--- src/hw/rtl/rgbe_pkg.sv ---
// ----------------------------------------------------------------------------
// RGBE scanline decoder package
// Shared constants, the classified byte item and the decoder state codes.
// ----------------------------------------------------------------------------
package rgbe_pkg;

  localparam logic [15:0] MIN_NEW_WIDTH = 16'd8;
  localparam logic [15:0] MAX_NEW_WIDTH = 16'h7fff;
  localparam logic [7:0]  RUN_FLAG      = 8'd128;
  localparam logic [6:0]  LEN_MASK      = 7'd127;
  localparam logic [7:0]  HDR_BYTE      = 8'd2;

  localparam logic [1:0]  QUEUE_FULL    = 2'd2;

  localparam logic [2:0]  TGT_RED       = 3'd0;
  localparam logic [2:0]  TGT_GREEN     = 3'd1;
  localparam logic [2:0]  TGT_BLUE      = 3'd2;
  localparam logic [2:0]  TGT_EXP       = 3'd3;
  localparam logic [2:0]  TGT_PIXEL     = 3'd4;

  localparam logic [1:0]  PLANE_EXP     = 2'd3;
  localparam logic [1:0]  SHIFT_MAX     = 2'd3;

  typedef struct packed {
    logic [7:0] data;
    logic       is_zero;
    logic       is_one;
    logic       is_two;
    logic       is_run;
  } item_t;

  typedef enum logic [7:0] {
    ST_LINE_START = 8'b0000_0001,
    ST_HDR_G      = 8'b0000_0010,
    ST_HDR_B      = 8'b0000_0100,
    ST_HDR_E      = 8'b0000_1000,
    ST_OLD_PIX    = 8'b0001_0000,
    ST_NEW_CODE   = 8'b0010_0000,
    ST_NEW_RUNVAL = 8'b0100_0000,
    ST_NEW_LIT    = 8'b1000_0000
  } state_t;

endpackage

--- src/hw/rtl/rgbe_front.sv ---
// ----------------------------------------------------------------------------
// RGBE decoder front end
// Classifies each accepted byte and holds it in a two-entry queue.
// ----------------------------------------------------------------------------
module rgbe_front (
  input  logic           clk,
  input  logic           rst,
  input  logic           in_valid,
  output logic           in_stall,
  input  logic [7:0]     data_byte,
  output logic           q_valid,
  output rgbe_pkg::item_t q_item,
  input  logic           q_take
);
  import rgbe_pkg::*;

  item_t      slots [2];
  item_t      cls;
  logic       wr_ptr;
  logic       rd_ptr;
  logic [1:0] count;
  logic       push;
  logic       pop;

  always_comb begin
    cls.data    = data_byte;
    cls.is_zero = (data_byte == 8'd0);
    cls.is_one  = (data_byte == 8'd1);
    cls.is_two  = (data_byte == HDR_BYTE);
    cls.is_run  = (data_byte > RUN_FLAG);
  end

  assign in_stall = (count == QUEUE_FULL);
  assign q_valid  = (count != 2'd0);
  assign q_item   = slots[rd_ptr];
  assign push     = in_valid && !in_stall;
  assign pop      = q_take && q_valid;

  always_ff @(posedge clk) begin
    if (push) begin
      slots[wr_ptr] <= cls;
    end
  end

  always_ff @(posedge clk) begin
    if (rst) begin
      wr_ptr <= 1'b0;
      rd_ptr <= 1'b0;
      count  <= 2'd0;
    end else begin
      if (push) begin
        wr_ptr <= ~wr_ptr;
      end
      if (pop) begin
        rd_ptr <= ~rd_ptr;
      end
      case ({push, pop})
        2'b10:   count <= count + 2'd1;
        2'b01:   count <= count - 2'd1;
        default: count <= count;
      endcase
    end
  end

`ifndef SYNTH
  a_count_bound: assert property (@(posedge clk) disable iff (rst)
    count != 2'd3)
    else $error("queue count out of range");
`endif

endmodule

--- src/hw/rtl/rgbe_back.sv ---
// ----------------------------------------------------------------------------
// RGBE decoder back end
// Runs the scanline state machine on queued bytes and registers descriptors.
// ----------------------------------------------------------------------------
module rgbe_back (
  input  logic            clk,
  input  logic            rst,
  input  logic            cfg_valid,
  output logic            cfg_ready,
  input  logic [15:0]     cfg_data,
  input  logic            q_valid,
  input  rgbe_pkg::item_t q_item,
  output logic            q_take,
  output logic            out_valid,
  input  logic            out_stall,
  output logic [15:0]     start_column,
  output logic [15:0]     run_count,
  output logic [2:0]      target,
  output logic [7:0]      red_value,
  output logic [7:0]      green_value,
  output logic [7:0]      blue_value,
  output logic [7:0]      exponent_value,
  output logic            line_end,
  output logic            overrun
);
  import rgbe_pkg::*;

  state_t      state, state_next;
  logic [15:0] line_width;
  logic [15:0] column, column_next;
  logic [1:0]  plane, plane_next;
  logic [1:0]  byte_slot, byte_slot_next;
  logic [7:0]  literal_left, literal_left_next;
  logic [1:0]  shift_idx, shift_idx_next;
  logic [31:0] last_pixel, last_pixel_next;
  logic [7:0]  pend_r, pend_r_next, pend_g, pend_g_next, pend_b, pend_b_next;
  logic        r_one, r_one_next, g_one, g_one_next, b_one, b_one_next;
  logic        g_two, g_two_next;

  logic [15:0] width_eff;
  logic        new_ok;
  logic [15:0] rem;
  logic [7:0]  d;

  logic        is_rep;
  logic [31:0] want;
  logic        rep_clip;
  logic        rep_end;
  logic [15:0] old_cnt;
  logic        old_emit;
  logic        old_end;
  logic [31:0] old_px;

  logic        is_runval;
  logic [7:0]  lit_dec;
  logic [7:0]  lit_after;
  logic [15:0] pw_raw;
  logic        pw_clip;
  logic        pw_end;
  logic [15:0] pw_cnt;
  logic        pw_more;

  logic        do_old;
  logic        do_pw;
  logic        emit;
  logic [15:0] e_cnt;
  logic [2:0]  e_tgt;
  logic [31:0] e_px;
  logic        e_end;
  logic        e_ovr;
  logic        out_free;

  assign cfg_ready = 1'b1;
  assign out_free  = !out_valid || !out_stall;
  assign q_take    = q_valid && out_free && !cfg_valid;
  assign d         = q_item.data;

  assign width_eff = (line_width == 16'd0) ? 16'd1 : line_width;
  assign new_ok    = (width_eff >= MIN_NEW_WIDTH) && (width_eff <= MAX_NEW_WIDTH);
  assign rem       = width_eff - column;

  assign is_rep   = r_one && g_one && b_one;
  assign want     = {24'd0, d} << {shift_idx, 3'b000};
  assign rep_clip = want > {16'd0, rem};
  assign rep_end  = want >= {16'd0, rem};
  assign old_cnt  = is_rep ? (rep_clip ? rem : want[15:0]) : 16'd1;
  assign old_emit = !(is_rep && q_item.is_zero);
  assign old_end  = is_rep ? rep_end : (rem == 16'd1);
  assign old_px   = is_rep ? last_pixel : {d, pend_b, pend_g, pend_r};

  assign is_runval = (state == ST_NEW_RUNVAL);
  assign lit_dec   = literal_left - 8'd1;
  assign lit_after = is_runval ? 8'd0 : lit_dec;
  assign pw_raw    = is_runval ? {8'd0, literal_left} : 16'd1;
  assign pw_clip   = pw_raw > rem;
  assign pw_end    = pw_raw >= rem;
  assign pw_cnt    = pw_clip ? rem : pw_raw;
  assign pw_more   = !is_runval && (lit_dec != 8'd0);

  always_comb begin
    state_next        = state;
    column_next       = column;
    plane_next        = plane;
    byte_slot_next    = byte_slot;
    literal_left_next = literal_left;
    shift_idx_next    = shift_idx;
    last_pixel_next   = last_pixel;
    pend_r_next       = pend_r;
    pend_g_next       = pend_g;
    pend_b_next       = pend_b;
    r_one_next        = r_one;
    g_one_next        = g_one;
    b_one_next        = b_one;
    g_two_next        = g_two;
    do_old            = 1'b0;
    do_pw             = 1'b0;
    emit              = 1'b0;
    e_cnt             = 16'd1;
    e_tgt             = TGT_PIXEL;
    e_px              = 32'd0;
    e_end             = 1'b0;
    e_ovr             = 1'b0;

    if (cfg_valid) begin
      state_next        = ST_LINE_START;
      column_next       = 16'd0;
      plane_next        = 2'd0;
      byte_slot_next    = 2'd0;
      literal_left_next = 8'd0;
      shift_idx_next    = 2'd0;
    end else if (q_take) begin
      case (state)
        ST_LINE_START: begin
          column_next    = 16'd0;
          plane_next     = 2'd0;
          shift_idx_next = 2'd0;
          pend_r_next    = d;
          r_one_next     = q_item.is_one;
          if (new_ok && q_item.is_two) begin
            state_next = ST_HDR_G;
          end else begin
            byte_slot_next = 2'd1;
            state_next     = ST_OLD_PIX;
          end
        end
        ST_HDR_G: begin
          pend_g_next = d;
          g_one_next  = q_item.is_one;
          g_two_next  = q_item.is_two;
          state_next  = ST_HDR_B;
        end
        ST_HDR_B: begin
          pend_b_next = d;
          b_one_next  = q_item.is_one;
          state_next  = ST_HDR_E;
        end
        ST_HDR_E: begin
          if (!g_two || pend_b[7]) begin
            do_old = 1'b1;
          end else begin
            plane_next  = 2'd0;
            column_next = 16'd0;
            state_next  = ST_NEW_CODE;
          end
        end
        ST_OLD_PIX: begin
          byte_slot_next = byte_slot + 2'd1;
          case (byte_slot)
            2'd0: begin
              pend_r_next = d;
              r_one_next  = q_item.is_one;
            end
            2'd1: begin
              pend_g_next = d;
              g_one_next  = q_item.is_one;
            end
            2'd2: begin
              pend_b_next = d;
              b_one_next  = q_item.is_one;
            end
            default: do_old = 1'b1;
          endcase
        end
        ST_NEW_CODE: begin
          if (q_item.is_run) begin
            literal_left_next = {1'b0, d[6:0] & LEN_MASK};
            state_next        = ST_NEW_RUNVAL;
          end else if (!q_item.is_zero) begin
            literal_left_next = d;
            state_next        = ST_NEW_LIT;
          end
        end
        ST_NEW_RUNVAL: do_pw = 1'b1;
        ST_NEW_LIT:    do_pw = 1'b1;
        default: begin
          state_next        = ST_LINE_START;
          column_next       = 16'd0;
          plane_next        = 2'd0;
          byte_slot_next    = 2'd0;
          literal_left_next = 8'd0;
          shift_idx_next    = 2'd0;
        end
      endcase

      if (do_old) begin
        byte_slot_next = 2'd0;
        state_next     = ST_OLD_PIX;
        emit           = old_emit;
        e_cnt          = old_cnt;
        e_tgt          = TGT_PIXEL;
        e_px           = old_px;
        e_end          = old_end;
        e_ovr          = is_rep && rep_clip;
        if (is_rep) begin
          shift_idx_next = (shift_idx == SHIFT_MAX) ? SHIFT_MAX : shift_idx + 2'd1;
        end else begin
          last_pixel_next = old_px;
          shift_idx_next  = 2'd0;
        end
        if (old_emit) begin
          column_next = column + old_cnt;
          if (old_end) begin
            state_next        = ST_LINE_START;
            column_next       = 16'd0;
            plane_next        = 2'd0;
            literal_left_next = 8'd0;
            shift_idx_next    = 2'd0;
          end
        end
      end

      if (do_pw) begin
        emit        = 1'b1;
        e_cnt       = pw_cnt;
        e_tgt       = {1'b0, plane};
        e_px        = {24'd0, d};
        column_next = column + pw_cnt;
        if (pw_end) begin
          last_pixel_next[{plane, 3'b000} +: 8] = d;
          literal_left_next = 8'd0;
          e_ovr             = pw_more || pw_clip;
          if (plane == PLANE_EXP) begin
            e_end          = 1'b1;
            state_next     = ST_LINE_START;
            column_next    = 16'd0;
            plane_next     = 2'd0;
            byte_slot_next = 2'd0;
            shift_idx_next = 2'd0;
          end else begin
            plane_next  = plane + 2'd1;
            column_next = 16'd0;
            state_next  = ST_NEW_CODE;
          end
        end else begin
          literal_left_next = lit_after;
          state_next        = (lit_after != 8'd0) ? ST_NEW_LIT : ST_NEW_CODE;
        end
      end
    end
  end

  always_ff @(posedge clk) begin
    if (rst) begin
      state        <= ST_LINE_START;
      line_width   <= 16'd1;
      column       <= 16'd0;
      plane        <= 2'd0;
      byte_slot    <= 2'd0;
      literal_left <= 8'd0;
      shift_idx    <= 2'd0;
      last_pixel   <= 32'd0;
      out_valid    <= 1'b0;
    end else begin
      state        <= state_next;
      column       <= column_next;
      plane        <= plane_next;
      byte_slot    <= byte_slot_next;
      literal_left <= literal_left_next;
      shift_idx    <= shift_idx_next;
      last_pixel   <= last_pixel_next;
      if (cfg_valid && cfg_ready) begin
        line_width <= cfg_data;
      end
      if (q_take) begin
        out_valid <= emit;
      end else if (!out_stall) begin
        out_valid <= 1'b0;
      end
    end
  end

  always_ff @(posedge clk) begin
    pend_r <= pend_r_next;
    pend_g <= pend_g_next;
    pend_b <= pend_b_next;
    r_one  <= r_one_next;
    g_one  <= g_one_next;
    b_one  <= b_one_next;
    g_two  <= g_two_next;
    if (q_take && emit) begin
      start_column   <= column;
      run_count      <= e_cnt;
      target         <= e_tgt;
      red_value      <= e_px[7:0];
      green_value    <= e_px[15:8];
      blue_value     <= e_px[23:16];
      exponent_value <= e_px[31:24];
      line_end       <= e_end;
      overrun        <= e_ovr;
    end
  end

`ifndef SYNTH
  a_column_in_line: assert property (@(posedge clk) disable iff (rst)
    (state != ST_LINE_START) |-> (column < width_eff))
    else $error("column outside scanline");

  a_literal_live: assert property (@(posedge clk) disable iff (rst)
    (state == ST_NEW_LIT || state == ST_NEW_RUNVAL) |-> (literal_left != 8'd0))
    else $error("empty literal or run count in flight");

  a_count_nonzero: assert property (@(posedge clk) disable iff (rst)
    out_valid |-> (run_count != 16'd0))
    else $error("descriptor with zero count");

  a_pixel_clip_ends: assert property (@(posedge clk) disable iff (rst)
    (out_valid && overrun && target == TGT_PIXEL) |-> line_end)
    else $error("clipped repeat did not end the line");
`endif

endmodule

--- src/hw/rtl/rgbe_scanline_rle_decoder.sv ---
// ----------------------------------------------------------------------------
// RGBE scanline RLE decoder
// Decodes a Radiance HDR pixel byte stream into run descriptors.
// ----------------------------------------------------------------------------
// Usage:
//   Input channel in_valid/in_stall carries one compressed byte per item.
//   Output channel out_valid/out_stall carries one run descriptor per item;
//   bytes that only collect header or pixel data give no descriptor.
//   cfg_valid/cfg_ready writes line_width (zero acts as one) and returns the
//   decoder to line start; write it only while the block is idle.
//   Throughput: one byte per cycle while out_stall does not hold the output register and cfg_valid is low.
//   Path: each byte waits in the two-entry byte queue, then the back end
//   decodes it and registers the descriptor in the output register; a
//   stalled receiver or a cfg_valid write can hold the byte in the queue.
//   in_stall rises only when the queue is full, so a stalled receiver holds
//   the output register and the queue takes at most two more items.
//   Reset: line start, column zero, line_width one, last pixel zero.
// ----------------------------------------------------------------------------
module rgbe_scanline_rle_decoder (
  input  logic        clk,
  input  logic        rst,
  input  logic        cfg_valid,
  output logic        cfg_ready,
  input  logic [15:0] cfg_data,
  input  logic        in_valid,
  output logic        in_stall,
  input  logic [7:0]  data_byte,
  output logic        out_valid,
  input  logic        out_stall,
  output logic [15:0] start_column,
  output logic [15:0] run_count,
  output logic [2:0]  target,
  output logic [7:0]  red_value,
  output logic [7:0]  green_value,
  output logic [7:0]  blue_value,
  output logic [7:0]  exponent_value,
  output logic        line_end,
  output logic        overrun
);
  import rgbe_pkg::*;

  logic  q_valid;
  item_t q_item;
  logic  q_take;

  rgbe_front u_front (
    .clk       (clk),
    .rst       (rst),
    .in_valid  (in_valid),
    .in_stall  (in_stall),
    .data_byte (data_byte),
    .q_valid   (q_valid),
    .q_item    (q_item),
    .q_take    (q_take)
  );

  rgbe_back u_back (
    .clk            (clk),
    .rst            (rst),
    .cfg_valid      (cfg_valid),
    .cfg_ready      (cfg_ready),
    .cfg_data       (cfg_data),
    .q_valid        (q_valid),
    .q_item         (q_item),
    .q_take         (q_take),
    .out_valid      (out_valid),
    .out_stall      (out_stall),
    .start_column   (start_column),
    .run_count      (run_count),
    .target         (target),
    .red_value      (red_value),
    .green_value    (green_value),
    .blue_value     (blue_value),
    .exponent_value (exponent_value),
    .line_end       (line_end),
    .overrun        (overrun)
  );

endmodule

--- config.mk ---
export PLATFORM = sky130hd
export DESIGN_NAME = rgbe_scanline_rle_decoder
export DESIGN_NICKNAME = d
export VERILOG_FILES = /design/src/hw/rtl/rgbe_pkg.sv /design/src/hw/rtl/rgbe_front.sv /design/src/hw/rtl/rgbe_back.sv /design/src/hw/rtl/rgbe_scanline_rle_decoder.sv
export SDC_FILE = /design/constraint.sdc
export NUM_CORES = 1
export LEC_CHECK = 0
export BUFFER_PORTS_ARGS = -buffer_cell sky130_fd_sc_hd__buf_2
export CAP_MARGIN = 25
export CORE_MARGIN = 4
export CORE_UTILIZATION = 55
export DETAILED_ROUTE_END_ITERATION = 8
export HOLD_SLACK_MARGIN = 0.06
export PLACE_DENSITY = 0.73
export SLEW_MARGIN = 20
export SYNTH_ARGS = -nofsm -noshare
export SYNTH_HDL_FRONTEND = slang
export SYNTH_HIERARCHICAL = 1
export SYNTH_SLANG_ARGS = --single-unit
--- constraint.sdc ---
create_clock -name clk -period 16.7 [get_ports clk]
set_input_delay 2.505 -clock clk [delete_from_list [all_inputs] [get_ports clk]]
set_output_delay 2.505 -clock clk [all_outputs]
set_load 0.05 [all_outputs]
==> Yosys cells after proc, flatten, opt, wreduce, memory -nomap -nowiden <==
Memory sizes are Yosys's and may differ from the RTL's. A register that Yosys moved wholly into a read port is not among the register bits.
Index checks and enable logic that the tools add are counted.
{ "classes": {"n_addsub": 10, "n_bitwise": 6, "n_lt_le_gt_ge": 7, "n_shift": 3, "n_mux": 108, "n_eq_ne": 25, "n_reduce_logical": 49} }
{ "op_table": {"columns": ["cell", "n"], "rows": [
  ["$mux 32", 7],
  ["$mux 16", 12],
  ["$mux 8", 22],
  ["$pmux 8 s2", 4],
  ["$pmux 8 s6", 1],
  ["$mux 2", 21],
  ["$add 16x16->16", 2],
  ["$bwmux 32", 1],
  ["$ge 32x16->1", 1],
  ["$gt 32x16->1", 1],
  ["$pmux 16 s2", 1],
  ["$shift 8x7->32 const A", 1],
  ["$shiftx 8x7->32", 1],
  ["$shl 8x5->32", 1],
  ["$mux 1", 28],
  ["$eq 16x1->1 const B", 1],
  ["$eq 8x1->1 const B", 2],
  ["$eq 8x2->1 const B", 2],
  ["$ge 16x16->1", 1],
  ["$ge 16x4->1 const B", 1],
  ["$gt 16x16->1", 1],
  ["$le 16x15->1 const B", 1],
  ["$logic_not 16->1", 1],
  ["$reduce_and 4->1", 4],
  ["39 further kinds", 90]
]} }
{ "word_totals": {"inputBits": 29, "mem_bits_rw": 24, "elab_cells": 238, "memories": 1, "output_inout_bits": 72, "ff_bits": 188} }
{ "memory_table": {"columns": ["name", "depth", "word_bits", "read_ports", "rd_ports_with_merged_regs", "wr", "line", "source"], "rows": [
  ["u_front.slots", 2, 12, 1, 1, 1, "rgbe_front.sv:17", "item_t slots [2];"]
]} }

==> Longest topological paths before layout <==
{ "logic_depth": {"word_depth": 12, "ltp_mapped": 38, "ltp_nobuf": 37} }

==> Hierarchy <==
Netlist, hierarchy kept.
{ "modules_own_cells": {"columns": ["mod", "seq_area_each_um2", "area_each_um2", "instances", "cells_per_inst"], "rows": [
  ["rgbe_back", 4654.5, 11896.4, 1, 1277],
  ["rgbe_front", 820.8, 1148.6, 1, 71]
]} }

==> Worst setup path before layout <==
OpenSTA, ideal clock, no wires.
{ "synth_path": {"path_kind": "in2reg", "start": "in cfg_valid", "end": "reg u_back.blue_value[0] (enable)", "t_arrival_ns": 6.720, "setup_time_ns": 0.520, "required_ns": 16.180, "slack_ns": 9.460, "n_path_buf": 2, "path_stages": 4, "cell_sequence": "clkbuf_1 > nand3b_1 > clkbuf_1 > a21oi_1"} }
{ "synth_via": {"elab_chain_len": 5} }
{ "synth_lines": {"columns": ["element", "line", "source"], "rows": [
  ["start, declared", "rgbe_scanline_rle_decoder.sv:22", "input logic cfg_valid,"],
  ["$logic_not 1->1", "rgbe_back.sv:75", "assign q_take = q_valid && out_free && !cfg_valid;"],
  ["$logic_and 1x1->1", "rgbe_back.sv:75", null],
  ["$mux 1", "rgbe_back.sv:131", "end else if (q_take) begin"],
  ["$mux 1", "rgbe_back.sv:124", "if (cfg_valid) begin"],
  ["$logic_and 1x1->1 (*)", "rgbe_back.sv:300", "if (q_take && emit) begin"],
  ["end signal, assigned", "rgbe_back.sv:306", "blue_value <= e_px[23:16];"],
  ["end, declared", "rgbe_back.sv:21", "output logic [7:0] blue_value,"]
]} }
Mark *: on every way between the ends. The rest lies on a longest branch, timed or not.
A chain may end at the register's enable or synchronous reset.

==> Worst setup path in the final report <==
{ "layout_path": {"start": "reg u_back.line_width[3]", "end": "reg u_back.column[10]"} }
{ "layout_via": {"elab_chain_len": 11, "elab_cells_between_ends": 19, "classes_between": "add/sub (3); order compare (4); eq/ne (1); mux (10); reduce/logical (1)"} }
{ "layout_lines": {"columns": ["element", "line", "source"], "rows": [
  ["start, declared", "rgbe_back.sv:29", "logic [15:0] line_width;"],
  ["start signal, assigned", "rgbe_back.sv:282", "line_width <= cfg_data;"],
  ["$logic_not 16->1", "rgbe_back.sv:78", "assign width_eff = (line_width == 16'd0) ? 16'd1 : line_width;"],
  ["$mux 16 (*)", "rgbe_back.sv:78", null],
  ["$sub 16x16->16 (*)", "rgbe_back.sv:80", "assign rem = width_eff - column;"],
  ["$gt 32x16->1", "rgbe_back.sv:84", "assign rep_clip = want > {16'd0, rem};"],
  ["$mux 16 (2 in a row)", "rgbe_back.sv:86", "assign old_cnt = is_rep ? (rep_clip ? rem : want[15:0]) : 16'd1;"],
  ["$add 16x16->16", "rgbe_back.sv:221", "column_next = column + old_cnt;"],
  ["$mux 16", "rgbe_back.sv:222", "if (old_end) begin"],
  ["$mux 16", "rgbe_back.sv:220", "if (old_emit) begin"],
  ["$mux 16", "rgbe_back.sv:205", "if (do_old) begin"],
  ["$mux 16 (*)", "rgbe_back.sv:232", "if (do_pw) begin"],
  ["end signal, assigned", "rgbe_back.sv:275", "column <= column_next;"],
  ["end, declared", "rgbe_back.sv:30", "logic [15:0] column, column_next;"]
]} }
Marks and branches as above.

==> reports/qor.txt <==
gr ovfl total - 0
critical path endpoint category - flop
post-synthesis sequential area ratio - 42.0%
period utilization - 47.3%
Synth Area in Compound Gates - 20.3%
post-layout min period - 7900 ps
critical path fanouts, max - 19
Worst Hold Path Cells - 2
Clock Path Buffers - 3
area delta synth->final - 10.8%
Post-synth EDFFs - 121
RSZ-0062 raised after global routing - false
R2R setup slack - 8800 ps
Row Count - 56
Adder-Cell Fraction of Synth Area - 8.23%
CP top delay family - compound AO/OA/AOI/OAI gates
DRT iter0 DRCs - 1,075
CTS Buf Count - 23
Yosys top cell area share - 27.9%
Final Max Tran Viols - 0
Post-Synth Simple-Gate Area - 15.7%
storage element area - 5480 um2
Max Cap Viol - 0
post-synthesis cell type count - 98
hold_buf cts - 0
Async SR Flop Fraction - 0%
largest net degree at the start of global routing - 71
Power per Cell Area - 92.5 nW/um2
Largest stage delay, worst path - 490 ps
ANT nets after route - 0
vias in the first global route - 10,200
count leader, synth - nand2_1
critical path depth - 38
CORE AREA - 23,400 um2
Initial Utilization - 55.7%
Worst VDD drop - 101 uV
CTS resizes - 0
syn avg cell area - 9.68 um2
WP buf/inv - 2
CP most frequent cell - o21ai_0
initial antenna violation count - 0
Fmax - 0.127 GHz
Post-Synth XOR/XNOR Area - 3.73%
Rel. slew slack - 31.6%
Sink Count - 213
WS Path Type - flop to flop
fillcell total - 2,030
synth warn - 6
CP startpoint - u_back/line_width[3]
R2R depth - 38
Via-to-Cell Ratio - 6.18
ANT cells - 0
Main synth FF type - edfxtp_1
CTS tree - done
hold crit path type - flop to flop
CP arrival - 8350 ps
ranking of synthesized cells by area - edfxtp_1 (28%), dfxtp_1 (14%), ha_1 (7.8%), nand2_1 (4.1%), a21oi_1 (3.5%)
Worst Path Required - 17,150 ps
static leakage - 5.27 nW
number of remaining DRC errors - 0
Post-Syn Area - 13,000 um2
gr usage total - 26.5%
Vias - 10,700
cell accounting for the most synthesized area - edfxtp_1
post-route setup TNS - 0 ps
worst skew pair latency - 530 ps
Post-CTS Setup Inserts - 0
DR pass1 iterations - 6
Max Clock Skew - 17.2 ps
WL final - 35.3 mm
depth of the CTS H-tree - 1
CTS root buf - clkbuf_16
largest family of logic cells by synthesized area - compound AO/OA/AOI/OAI gates
share of post-route cells with drive strength above 1 - 15.6%
CTS clk-pin slew, worst paths - 60 ps
CP max-delay cell - o21ai_0
status - complete, no violations
Die X - 162 um
Worst Min Path Start - u_back/last_pixel[14]
startpoint types - flop
Syn Inst Count - 1,348
Worst Setup EP - u_back/column[10]
commonest cells in the netlist - nand2_1 (141), edfxtp_1 (121), nor2_1 (93)
Final GP Congestion - 0.946
drt wl/cell - 20.3 um
I/O pins - 101
Post-DP HPWL - 24.7 mm
area of the multi-input gates - 6960 um2
die extent in y - 162 um
Reg-to-Reg Start - u_back/line_width[3]
die area - 26,200 um2
Nets - 1,515
Port Buffers - 99
post-synthesis mux area share - 4.96%
final hold violation count - 0
first-pass GRT wire length - 56.5 mm
post-synthesis register bit count - 213
Worst-Margin Slew - 1020 ps
r2r endpoint - u_back/column[10]
post-layout util - 61.8%
Final setup viols - 0
## kinds of logic (layout without fill, tap and decap cells)
| logic type | Yosys count | count (layout) |
|---|---|---|
| flops | 213 | 213 |
| other cells | 2 | 8 |
| mux | 60 | 60 |
| fa+ha+maj | 84 | 84 |
| compound gates | 353 | 353 |
| buf+inv | 168 | 233 |
| simple gates | 417 | 417 |
| xor+xnor | 51 | 51 |
## layout by cell type (no fill, tap or decap), types with 8 or more instances in the layout
master     synthesis  final
ha_1              81     81
nand2_1          141    140
and2_1            17     17
o21ai_0           40     40
a221oi_2          16     16
edfxtp_1         121    121
dfxtp_1           92     92
mux2_2            18     18
xnor2_1           26     26
a22o_1            10     10
a21o_1            15     15
o21a_1            16     16
nor4_1             9      9
nor2_1            93     93
nand2b_1          12     12
nor3_1            31     31
conb_1             2      8
o22ai_1           22     22
nand4_1           14     14
nand3_1           22     21
mux2i_1           37     37
inv_1             79     79
o2bb2ai_1         17     17
a22oi_1           23     23
a32oi_1           15     15
a21oi_1           91     89
buf_4              4      9
buf_2              6    100
clkbuf_16          0     23
xor2_1            22     22
or3_1             13     13
nor2b_1           18     18
## area by class of cell
type                       instances  area share (%)
multi-input combinational        973            48.1
sequential                       213            37.9
clock inverter                    11           0.883
tap                              319            2.76
inverter                          81            2.10
timing repair buffer             110            3.96
clock buffer                      31            4.26
## sequential cells by signal (all words and copies together), names as in the netlist, 2 cells and up, named ones only
signal / cells
u_back/column: 16
u_back/state: 8
u_front/slots: 24
u_back/blue_value: 8
u_back/green_value: 8
u_back/pend_g: 8
u_back/plane: 2
u_back/literal_left: 8
u_back/target: 3
u_back/start_column: 16
u_back/run_count: 16
u_back/shift_idx: 2
u_back/line_width: 16
u_front/count: 2
u_back/last_pixel: 32
u_back/pend_r: 8
u_back/byte_slot: 2
u_back/red_value: 8
u_back/pend_b: 8
u_back/exponent_value: 8
## power breakdown
| part | total, mW | switching [mW] | internal [mW] | leakage [nW] |
|---|---|---|---|---|
| clock | 0.503 | 0.210 | 0.293 | 0.359 |
| combinational | 0.247 | 0.171 | 0.0758 | 3.16 |
| sequential | 0.587 | 0.0128 | 0.575 | 1.75 |
| total | 1.34 | 0.394 | 0.943 | 5.27 |
## through the flow
stage                     hold WS [ps]  worst slack [ps]  total power, mW  cells  instance area [um2]
final                              459              8800             1.34   1738                14500
after global routing               477              8170             1.39   1738                14500
after CTS                          460              8960             1.34   1736                14400
after detailed placement           451              9010            0.840   1694                13700
after global placement             446              9260            0.837   1694                13700
after floorplan                    406              9460            0.767   1354                13100
## how the worst min path moves through the flow
stage / to / slack [ps]
2_1_floorplan: u_back/start_column[15] / 410
6_report: u_back/last_pixel[14] / 460
3_5_place_dp: u_back/last_pixel[14] / 450
4_1_cts: u_back/last_pixel[14] / 460
5_1_grt: u_back/last_pixel[6] / 480
3_3_place_gp: u_back/last_pixel[0] / 450
## tightest hold or removal path: stages (launching register included)
cell and delay, ps:
dfxtp_1 300, inv_1 60, a221oi_2 50
## layer usage
layer,share of wire [%],up-vias,global-route usage (%)
li1,-,5084,-
met4,2.1,0,6.92
met5,0,-,0
met2,43,511,39.4
met3,9.0,53,4.90
met1,46,5094,40.0
Note: power is estimated with default switching activity, not from simulation.
